`src/design/rycc_pkg.sv`:
```
`timescale 1ns / 1ps
// ----------------------------------------------------------------------------
// rycc_pkg
// Shared types, widths and fixed-point coefficients of the RGB / YCbCr
// pixel converter.
// ----------------------------------------------------------------------------
package rycc_pkg;

   localparam int FRAC_BITS = 16;
   localparam int PIX_W     = 8;
   localparam int OPND_W    = PIX_W + 1;
   localparam int COEF_W    = FRAC_BITS + 3;
   localparam int PROD_W    = OPND_W + COEF_W;
   localparam int SUM_W     = PROD_W + 2;
   localparam int TRUNC_W   = SUM_W - FRAC_BITS;
   localparam int ADJ_W     = TRUNC_W + 1;
   localparam int TAPS      = 3;

   localparam longint unsigned MILLION = 64'd1000000;

   // magnitudes rounded to nearest, half away from zero
   localparam longint unsigned K_CR_R  = ((64'd1407500 << FRAC_BITS) + MILLION / 2) / MILLION;
   localparam longint unsigned K_CB_G  = ((64'd345500  << FRAC_BITS) + MILLION / 2) / MILLION;
   localparam longint unsigned K_CR_G  = ((64'd716900  << FRAC_BITS) + MILLION / 2) / MILLION;
   localparam longint unsigned K_CB_B  = ((64'd1779000 << FRAC_BITS) + MILLION / 2) / MILLION;
   localparam longint unsigned K_Y_R   = ((64'd299000  << FRAC_BITS) + MILLION / 2) / MILLION;
   localparam longint unsigned K_Y_G   = ((64'd587000  << FRAC_BITS) + MILLION / 2) / MILLION;
   localparam longint unsigned K_Y_B   = ((64'd114000  << FRAC_BITS) + MILLION / 2) / MILLION;
   localparam longint unsigned K_CB_R  = ((64'd168736  << FRAC_BITS) + MILLION / 2) / MILLION;
   localparam longint unsigned K_CB_GN = ((64'd331264  << FRAC_BITS) + MILLION / 2) / MILLION;
   localparam longint unsigned K_CR_GN = ((64'd418688  << FRAC_BITS) + MILLION / 2) / MILLION;
   localparam longint unsigned K_CR_BN = ((64'd81312   << FRAC_BITS) + MILLION / 2) / MILLION;
   localparam longint unsigned K_HALF  = ((64'd500000  << FRAC_BITS) + MILLION / 2) / MILLION;
   localparam longint unsigned K_ONE   = 64'd1 << FRAC_BITS;

   typedef logic signed [OPND_W-1:0]  opnd_type;
   typedef logic signed [COEF_W-1:0]  coef_type;
   typedef logic signed [PROD_W-1:0]  prod_type;
   typedef logic signed [SUM_W-1:0]   sum_type;
   typedef logic signed [ADJ_W-1:0]   adj_type;
   typedef logic        [PIX_W-1:0]   pix_type;
   typedef coef_type    [TAPS-1:0]    coef_trio_type;

   localparam opnd_type CHROMA_MID = opnd_type'(128);
   localparam adj_type  ADJ_MID    = adj_type'(128);
   localparam adj_type  ADJ_MAX    = adj_type'(255);
   localparam sum_type  TRUNC_BIAS = sum_type'(K_ONE - 64'd1);

   typedef enum logic {
      MODE_TO_YCC = 1'b0,
      MODE_TO_RGB = 1'b1
   } mode_type;

   typedef enum logic [1:0] {
      LANE_FIRST  = 2'd0,
      LANE_SECOND = 2'd1,
      LANE_THIRD  = 2'd2
   } lane_type;

   typedef struct packed {
      logic prod;
      logic sum;
      logic pix;
   } adv_type;

   function automatic coef_type pos(input longint unsigned k);
      return coef_type'(k);
   endfunction

   function automatic coef_type neg(input longint unsigned k);
      return -coef_type'(k);
   endfunction

   // tap 0 weighs in_first, tap 1 in_second, tap 2 in_third
   function automatic coef_trio_type lane_coefs(input mode_type mode, input lane_type lane);
      coef_trio_type k;
      k = '0;
      case ({mode, lane})
         {MODE_TO_YCC, LANE_FIRST}: begin
            k[0] = pos(K_Y_R);   k[1] = pos(K_Y_G);    k[2] = pos(K_Y_B);
         end
         {MODE_TO_YCC, LANE_SECOND}: begin
            k[0] = neg(K_CB_R);  k[1] = neg(K_CB_GN);  k[2] = pos(K_HALF);
         end
         {MODE_TO_YCC, LANE_THIRD}: begin
            k[0] = pos(K_HALF);  k[1] = neg(K_CR_GN);  k[2] = neg(K_CR_BN);
         end
         {MODE_TO_RGB, LANE_FIRST}: begin
            k[0] = pos(K_ONE);   k[1] = '0;            k[2] = pos(K_CR_R);
         end
         {MODE_TO_RGB, LANE_SECOND}: begin
            k[0] = pos(K_ONE);   k[1] = neg(K_CB_G);   k[2] = neg(K_CR_G);
         end
         {MODE_TO_RGB, LANE_THIRD}: begin
            k[0] = pos(K_ONE);   k[1] = pos(K_CB_B);   k[2] = '0;
         end
         default: begin
            k = '0;
         end
      endcase
      return k;
   endfunction

endpackage

```
`src/design/rycc_lane.sv`:
```
`timescale 1ns / 1ps
// ----------------------------------------------------------------------------
// rycc_lane
// One output component: three products, their sum, then truncation toward
// zero, chroma offset and saturation to 8 bits, one register stage each.
// ----------------------------------------------------------------------------
module rycc_lane (
   input  logic                   clock,
   input  rycc_pkg::adv_type       adv,
   input  rycc_pkg::opnd_type      opnd0,
   input  rycc_pkg::opnd_type      opnd1,
   input  rycc_pkg::opnd_type      opnd2,
   input  rycc_pkg::coef_trio_type coefs,
   input  logic                   offset,
   output rycc_pkg::pix_type       pix,
   output logic                   clip
);

   rycc_pkg::prod_type prod0_ff, prod1_ff, prod2_ff;
   rycc_pkg::prod_type prod0_in, prod1_in, prod2_in;
   rycc_pkg::sum_type  sum_ff, sum_in;
   rycc_pkg::pix_type  pix_ff, pix_in;
   logic               clip_ff, clip_in;
   rycc_pkg::sum_type  biased;
   rycc_pkg::adj_type  adj;

   always_comb begin
      prod0_in = opnd0 * $signed(coefs[0]);
      prod1_in = opnd1 * $signed(coefs[1]);
      prod2_in = opnd2 * $signed(coefs[2]);
   end

   always_comb begin
      sum_in = rycc_pkg::sum_type'(prod0_ff) + rycc_pkg::sum_type'(prod1_ff)
             + rycc_pkg::sum_type'(prod2_ff);
   end

   // truncation toward zero, then chroma offset and saturation
   always_comb begin
      biased = sum_ff + (sum_ff[rycc_pkg::SUM_W-1] ? rycc_pkg::TRUNC_BIAS : '0);
      adj    = rycc_pkg::adj_type'($signed(biased[rycc_pkg::SUM_W-1:rycc_pkg::FRAC_BITS]))
             + (offset ? rycc_pkg::ADJ_MID : '0);
      if (adj < 0) begin
         pix_in  = '0;
         clip_in = 1'b1;
      end else if (adj > rycc_pkg::ADJ_MAX) begin
         pix_in  = '1;
         clip_in = 1'b1;
      end else begin
         pix_in  = adj[rycc_pkg::PIX_W-1:0];
         clip_in = 1'b0;
      end
   end

   always_ff @(posedge clock) begin
      if (adv.prod) begin
         prod0_ff <= prod0_in;
         prod1_ff <= prod1_in;
         prod2_ff <= prod2_in;
      end
      if (adv.sum) begin
         sum_ff <= sum_in;
      end
      if (adv.pix) begin
         pix_ff  <= pix_in;
         clip_ff <= clip_in;
      end
   end

   assign pix  = pix_ff;
   assign clip = clip_ff;

endmodule

```
`src/design/rgb_ycbcr_pixel_converter_top.sv`:
```
`timescale 1ns / 1ps
// ----------------------------------------------------------------------------
// rgb_ycbcr_pixel_converter_top
// Converts one 8-bit-per-component pixel per beat between RGB and full-range
// BT.601 YCbCr in fixed point, with saturation and a clip flag.
// ----------------------------------------------------------------------------
// The converter takes one pixel every clock cycle while the result side
// does not stall and passes it through an input register, a multiplier
// stage, an adder stage and a truncate/saturate stage that doubles as the
// output register. Each stage has its own valid bit and loads whenever it is
// empty or the stage after it moves, so bubbles are squeezed out and a stall
// on the result side reaches req_stall only once the pipeline is full. Mode
// travels with every pixel, so successive pixels may use different directions.
module rgb_ycbcr_pixel_converter_top (
   input  logic                   clock,
   input  logic                   reset,
   input  logic                   req_valid,
   output logic                   req_stall,
   input  logic                   req_mode,
   input  logic [7:0]             req_in_first,
   input  logic [7:0]             req_in_second,
   input  logic [7:0]             req_in_third,
   output logic                   rsp_valid,
   input  logic                   rsp_stall,
   output logic [7:0]             rsp_out_first,
   output logic [7:0]             rsp_out_second,
   output logic [7:0]             rsp_out_third,
   output logic                   rsp_clipped
);

   logic                valid_a_ff, valid_b_ff, valid_c_ff, valid_d_ff;
   logic                en_a, en_b, en_c, en_d;
   rycc_pkg::adv_type   adv;

   rycc_pkg::mode_type  mode_a_ff, mode_b_ff, mode_c_ff, mode_a_in;
   rycc_pkg::opnd_type  opnd0_ff, opnd1_ff, opnd2_ff;
   rycc_pkg::opnd_type  opnd0_in, opnd1_in, opnd2_in;
   logic                chroma_offset;
   logic [2:0]          clips;

   always_comb begin
      en_d = !valid_d_ff || !rsp_stall;
      en_c = !valid_c_ff || en_d;
      en_b = !valid_b_ff || en_c;
      en_a = !valid_a_ff || en_b;
      adv.prod = en_b;
      adv.sum  = en_c;
      adv.pix  = en_d;
   end

   assign req_stall = !en_a;
   assign rsp_valid = valid_d_ff;

   always_comb begin
      mode_a_in = rycc_pkg::mode_type'(req_mode);
      opnd0_in  = rycc_pkg::opnd_type'({1'b0, req_in_first});
      opnd1_in  = rycc_pkg::opnd_type'({1'b0, req_in_second});
      opnd2_in  = rycc_pkg::opnd_type'({1'b0, req_in_third});
      if (mode_a_in == rycc_pkg::MODE_TO_RGB) begin
         opnd1_in = opnd1_in - rycc_pkg::CHROMA_MID;
         opnd2_in = opnd2_in - rycc_pkg::CHROMA_MID;
      end
   end

   always_ff @(posedge clock) begin
      if (reset) begin
         valid_a_ff <= 1'b0;
         valid_b_ff <= 1'b0;
         valid_c_ff <= 1'b0;
         valid_d_ff <= 1'b0;
      end else begin
         if (en_a) begin
            valid_a_ff <= req_valid;
         end
         if (en_b) begin
            valid_b_ff <= valid_a_ff;
         end
         if (en_c) begin
            valid_c_ff <= valid_b_ff;
         end
         if (en_d) begin
            valid_d_ff <= valid_c_ff;
         end
      end
   end

   always_ff @(posedge clock) begin
      if (en_a) begin
         mode_a_ff <= mode_a_in;
         opnd0_ff  <= opnd0_in;
         opnd1_ff  <= opnd1_in;
         opnd2_ff  <= opnd2_in;
      end
      if (en_b) begin
         mode_b_ff <= mode_a_ff;
      end
      if (en_c) begin
         mode_c_ff <= mode_b_ff;
      end
   end

   assign chroma_offset = (mode_c_ff == rycc_pkg::MODE_TO_YCC);

   rycc_lane u_lane_first (
      .clock (clock),
      .adv   (adv),
      .opnd0 (opnd0_ff),
      .opnd1 (opnd1_ff),
      .opnd2 (opnd2_ff),
      .coefs (rycc_pkg::lane_coefs(mode_a_ff, rycc_pkg::LANE_FIRST)),
      .offset(1'b0),
      .pix   (rsp_out_first),
      .clip  (clips[0])
   );

   rycc_lane u_lane_second (
      .clock (clock),
      .adv   (adv),
      .opnd0 (opnd0_ff),
      .opnd1 (opnd1_ff),
      .opnd2 (opnd2_ff),
      .coefs (rycc_pkg::lane_coefs(mode_a_ff, rycc_pkg::LANE_SECOND)),
      .offset(chroma_offset),
      .pix   (rsp_out_second),
      .clip  (clips[1])
   );

   rycc_lane u_lane_third (
      .clock (clock),
      .adv   (adv),
      .opnd0 (opnd0_ff),
      .opnd1 (opnd1_ff),
      .opnd2 (opnd2_ff),
      .coefs (rycc_pkg::lane_coefs(mode_a_ff, rycc_pkg::LANE_THIRD)),
      .offset(chroma_offset),
      .pix   (rsp_out_third),
      .clip  (clips[2])
   );

   assign rsp_clipped = |clips;

endmodule

```
`config.mk`:
```
export PLATFORM = sky130hd
export DESIGN_NAME = rgb_ycbcr_pixel_converter_top
export DESIGN_NICKNAME = d
export VERILOG_FILES = /design/src/design/rycc_pkg.sv /design/src/design/rycc_lane.sv /design/src/design/rgb_ycbcr_pixel_converter_top.sv
export SDC_FILE = /design/constraint.sdc
export NUM_CORES = 2
export LEC_CHECK = 0
export BUFFER_PORTS_ARGS = -buffer_cell sky130_fd_sc_hd__buf_2
export CAP_MARGIN = 0
export CELL_PAD_IN_SITES_DETAIL_PLACEMENT = 0
export CELL_PAD_IN_SITES_GLOBAL_PLACEMENT = 1
export CORE_MARGIN = 2
export CORE_UTILIZATION = 49
export DETAILED_ROUTE_END_ITERATION = 10
export GPL_TIMING_DRIVEN = 0
export PLACE_DENSITY_LB_ADDON = 0.1
export SKIP_LAST_GASP = 1
export SYNTH_ARGS = -nofsm -noshare
export SYNTH_HDL_FRONTEND = slang
export SYNTH_HIERARCHICAL = 1
export SYNTH_SLANG_ARGS = --single-unit
```
`constraint.sdc`:
```
create_clock -name clock -period 11.94 [get_ports clock]
set_input_delay 1.791 -clock clock [delete_from_list [all_inputs] [get_ports clock]]
set_output_delay 1.791 -clock clock [all_outputs]
set_load 0.03 [all_outputs]
```
---- Word level (Yosys, flattened, before mapping) ----
Index checks and enable logic that the tools add are counted.
W data, S select, Z words.
word-level totals
  output and inout bits ................... 27
  logic and storage cells ................. 85
  bits in registers ....................... 402
  input bits .............................. 29
operators by class
  $add $sub $neg .......................... 13
  bitwise gates (word level) .............. 1
  reductions and logical operators ........ 11
  muxes and demuxes ....................... 15
  magnitude comparators ................... 6
  multiply operators ...................... 9
operators by type and width
  kind                   count
  $pmux W57 S2           3
  $mul A9 B19 Y28        9
  $add A29 B28 Y30       3
  $add A30 B16 Y30       3
  $add A28 B28 Y29       3
  $mux W16               3
  $mux W8                6
  $add A14 B9 Y15        2
  $gt A15 B9 Y1 const B  2
  $lt A15 B1 Y1 const B  2
  $sub A8 B8 Y9 const B  2
  $gt A14 B9 Y1 const B  1
  $lt A14 B1 Y1 const B  1
  $logic_not A1 Y1       6
  $logic_or A1 B1 Y1     4
  $mux W1                3
  $reduce_or A3 Y1       1
  $not A1 Y1             1

---- Depth between registers and ports, before layout ----
  depth after elaboration ................. 6
  depth in mapped cells ................... 24
  mapped depth without buffers ............ 23

---- Hierarchy ----
The synthesis kept the hierarchy.
modules (own cells, without submodules)
  module                         area each (um2)  times used  cells an instance  sequential area each (um2)
  rycc_lane at u_lane_third      23143.4          1           2270               3693.5
  rycc_lane at u_lane_first      23132.2          1           2245               3693.5
  rycc_lane at u_lane_second     23042.1          1           2239               3693.5
  rgb_ycbcr_pixel_converter_top  1087.3           1           55                 950.9

---- Least setup slack after synthesis ----
No wires, ideal clock.
  path kind ............................... register to register
  start ................................... register mode_a_ff
  end ..................................... register u_lane_second.prod0_ff[27], data pin
  stages on the path, launching flop included .. 22
  required time ........................... 11680 ps
  setup time .............................. 260 ps
  period minus slack after synthesis ...... 11056 ps
  arrival time ............................ 10796 ps
  buffers on the path ..................... 1
  setup slack ............................. 884 ps
  cell sequence ........................... edfxtp_1 -> inv_1 -> clkbuf_1 -> and2_1 -> fa_1 -> fa_1 -> inv_1 -> fa_1 -> inv_1 -> fa_1 -> fa_1 -> ha_1 -> o21a_1 -> o31a_1 -> o21a_1 -> o31ai_1 -> a21oi_1 -> a41o_1 -> or4b_1 -> a31o_1 -> a31oi_1 -> xnor2_1
on the way
  word-level cells in the longest chain between the ends .. 3
ends and longest elaborated chain
  item                            line                                 text
  from (decl)                     rgb_ycbcr_pixel_converter_top.sv:35  rycc_pkg::mode_type mode_a_ff, mode_b_ff, mode_c_ff, mode_a_in;
  from (signal assigned)          rgb_ycbcr_pixel_converter_top.sv:89  mode_a_ff <= mode_a_in;
  $not A1 Y1                      rycc_pkg.sv:78                       case ({mode, lane})
  $pmux W57 S2 *                  rycc_pkg.sv:78
  $mul A9 B19 Y28 *               rycc_lane.sv:28                      prod0_in = opnd0 * $signed(coefs[0]);
  via u_lane_second.prod0_in[27]  rycc_lane.sv:20                      rycc_pkg::prod_type prod0_in, prod1_in, prod2_in;
  to (signal assigned)            rycc_lane.sv:57                      prod0_ff <= prod0_in;
  to (decl)                       rycc_lane.sv:19                      rycc_pkg::prod_type prod0_ff, prod1_ff, prod2_ff;
Mark *: on every way through the listed nets, which the timed path passes. The rest lies on a longest branch. The select of a mux whose other input is x is not followed.
A chain may end at the register's enable or synchronous reset.

---- Worst setup path after layout ----
Ends and elaborated chain as after synthesis.

==> run_results.csv <==
group,metric,value,unit
placed_design,gp_congestion,0.865,
synthesis,synth_ff_type,"edfxtp_1",
detailed_routing,drt_pre_antenna_iters,8,
timing,finalHoldViolCount,0,
synthesis,ys_ff_latch,402,
grt,grt-ovfl-total,0,
detailed_routing,routed-via-count,47200,
timing,period_minus_slack,8860,ps
timing,slew_headroom,0.867,%
clock_network,insertion_delay,670,ps
detailed_routing,wire_per_inst,17.1,um
die,row_count,139,
clock_network,tritoncts,"yes",
synthesis,synth_edf_count,398,
worst_setup_path,crit_path_end_kind,"flip-flop",
die,dieArea,0.147,mm^2
synthesis,synth_area_per_cell,10.3,um^2
finish,reg_top3,"u_lane_first/sum_ff (30), u_lane_second/sum_ff (30), u_lane_third/sum_ff (30)",
synthesis,syn_area,0.0704,mm^2
grt,grt_max_degree,175,
grt,grt_util_all_layers,23.2,%
worst_setup_path,required,12340,ps
synthesis,synthXorXnorAreaFrac,4.14,%
timing,clock-skew-final,45.2,ps
worst_setup_path,crit_fanout,174,
detailed_routing,drt-total-wl,162,mm
synthesis,synth_top_family_by_area,"adder cells",
synthesis,synth_top_area_share,38.3,%
worst_setup_path,worstSetupPathType,"reg2reg",
timing,rsz0062_at_grt,"no",
worst_setup_path,crit_path_start_kind,"flip-flop",
die,core_area,0.143,mm^2
synthesis,synthTopCellsByCount,"fa_1 (1347), inv_1 (1026), and2_1 (773), nand2_1 (717), ha_1 (657)",
clock_network,post_cts_buffers,0,
placed_design,io_buffers,55,
die,die_width,383,um
timing,final-setup-viol-count,0,
timing,post-route-period-util,74.2,%
detailed_routing,ant_nets,0,
die,ios,56,
detailed_routing,drc,0,
clock_network,hold_buffers,0,
finish,area_growth,10.4,%
flow_run,max-cap-violations,0,
worst_setup_path,worstPathArrival,9260,ps
synthesis,synth-simple-area-share,15.3,%
finish,nets,9542,
synthesis,yosysMostFrequentCell,"fa_1",
timing,timing.final.max_slew_violations,0,
die,start_util,49.2,%
synthesis,synth_area_leader_cell,"fa_1",
synthesis,synth_fa_ha_area_share,50.0,%
synthesis,yosysWarnings,6,
grt,grt_pass1_wl,269,mm
synthesis,ys_seq_area_share,17.1,%
detailed_routing,drt_iter0_markers,2354,
grt,grt_pass1_vias,50200,
timing,timing.hold.ws,428,ps
synthesis,yosys.cell_types.count,104,
die,die_y,383,um
clock_network,root_buffer,"clkbuf_16",
clock_network,cts_made_buffers,51,
finish,drive_above_1_share,3.18,%
clock_network,cts_resized,0,
worst_setup_path,critPathLaunch,"mode_a_ff$_DFFE_PP_",
synthesis,synthCells,6809,
synthesis,synthMuxAreaShare,0.101,%
placed_design,place_hpwl,135,mm
timing,fmax,113,MHz
synthesis,synth_area_leaders,"fa_1 (38%), edfxtp_1 (17%), ha_1 (12%)",
synthesis,synthArstFlopShare,0,%
worst_setup_path,r2r-start,"mode_a_ff$_DFFE_PP_",
run_status,status,"finished clean",
grt,antenna_found_initial,6,
clock_network,cts_buffer_depth,3,
min_path,worstHoldPathType,"reg2reg",
clock_network,cts.sinks,402,
timing,worstMarginPinSlew,1490,ps
detailed_routing,via_per_inst,4.99,
min_path,hp-start,"mode_b_ff$_DFFE_PP_",
clock_network,clkTransAtPathRegs,60,ps
clock_network,htreeDepth,2,
synthesis,synth_compound_area_share,6.93,%
-- cell usage in the layout, fill, tap and decap left out, types with 51 or more instances in the layout --
master,synthesis,final
edfxtp_1,398,398
buf_2,1,56
a21oi_1,201,201
fa_1,1347,1347
ha_1,657,657
clkbuf_1,153,158
xor2_1,68,68
nand3_1,63,62
inv_1,1026,1025
xnor2_1,263,263
clkbuf_16,0,51
o21ai_0,112,112
nand2_1,717,716
o21a_1,54,54
a21o_1,78,78
nor2_1,301,301
nor3_1,62,62
conb_1,2,558
and2_1,773,773
nand2b_1,57,57
-- cells by family after synthesis --
logic type / Yosys count
and+or+nand+nor: 2138
adders and majority gates: 2005
buffers and inverters: 1210
AOI/OAI and AO/OA: 713
DFF: 402
xor gates and xnor gates: 332
muxes: 7
other: 2
-- critical path: stages, from the launching register on --
cell	delay (ps)
edfxtp_1	720
buf_8	300
buf_16	170
buf_16	170
inv_8	640
buf_16	480
clkbuf_1	420
nand2_1	130
fa_1	520
fa_1	550
inv_1	50
fa_1	440
fa_1	510
fa_1	410
ha_1	370
o21a_1	220
o31a_1	130
o21a_1	230
o31ai_1	350
a21oi_1	200
a41o_1	310
or4b_1	510
a31o_1	260
a31oi_1	200
xnor2_1	260
-- path summary, 6_finish.rpt --
check	to	slack, ps	cells after the start
setup reg to reg	u_lane_second/prod0_ff[27]$_DFFE_PP_	3080	24
hold reg to reg	mode_c_ff$_DFFE_PP_	430	0
setup / recovery	u_lane_second/prod0_ff[27]$_DFFE_PP_	3080	24
hold / removal	mode_c_ff$_DFFE_PP_	430	0
-- final cells by class --
| cell class | count | area, um^2 |
|---|---|---|
| Fill cell | 12800 | 65400 |
| Multi-Input combinational cell | 5753 | 55900 |
| Sequential cell | 402 | 12000 |
| Inverter | 1028 | 3870 |
| Tap cell | 1903 | 2380 |
| Clock buffer | 56 | 1290 |
| Timing Repair Buffer | 91 | 1140 |
| Buffer | 182 | 692 |
| Clock inverter | 35 | 353 |
| Antenna cell | 8 | 20.0 |
-- metal layers --
| metal | share of wire, % | vias up | global-route usage [%] |
|---|---|---|---|
| li1 | - | 22600 | - |
| met1 | 47 | 23900 | 33.8 |
| met2 | 47 | 631 | 38.1 |
| met3 | 3.6 | 131 | 2.19 |
| met4 | 2.0 | 0 | 4.57 |
| met5 | 0 | - | 0 |
-- per-stage QoR --
| step | setup TNS [ps] | setup slack (ps) | util, % | instance area, um^2 | std cells |
|---|---|---|---|---|---|
| after detailed placement | 0 | 3000 | 53.1 | 76000 | 9358 |
| final | 0 | 3080 | 54.3 | 77700 | 9458 |
| after global routing | 0 | 2560 | 54.3 | 77700 | 9450 |
| after global placement | -1618990 | -9590 | 52.5 | 75100 | 9323 |
| after floorplan | 0 | 884 | - | 72500 | 7365 |
| after CTS | 0 | 2980 | 54.3 | 77700 | 9449 |
Power is left out: the tool's default activity adds up to more than one toggle a clock period on the data nets, which glitch-free logic cannot reach.
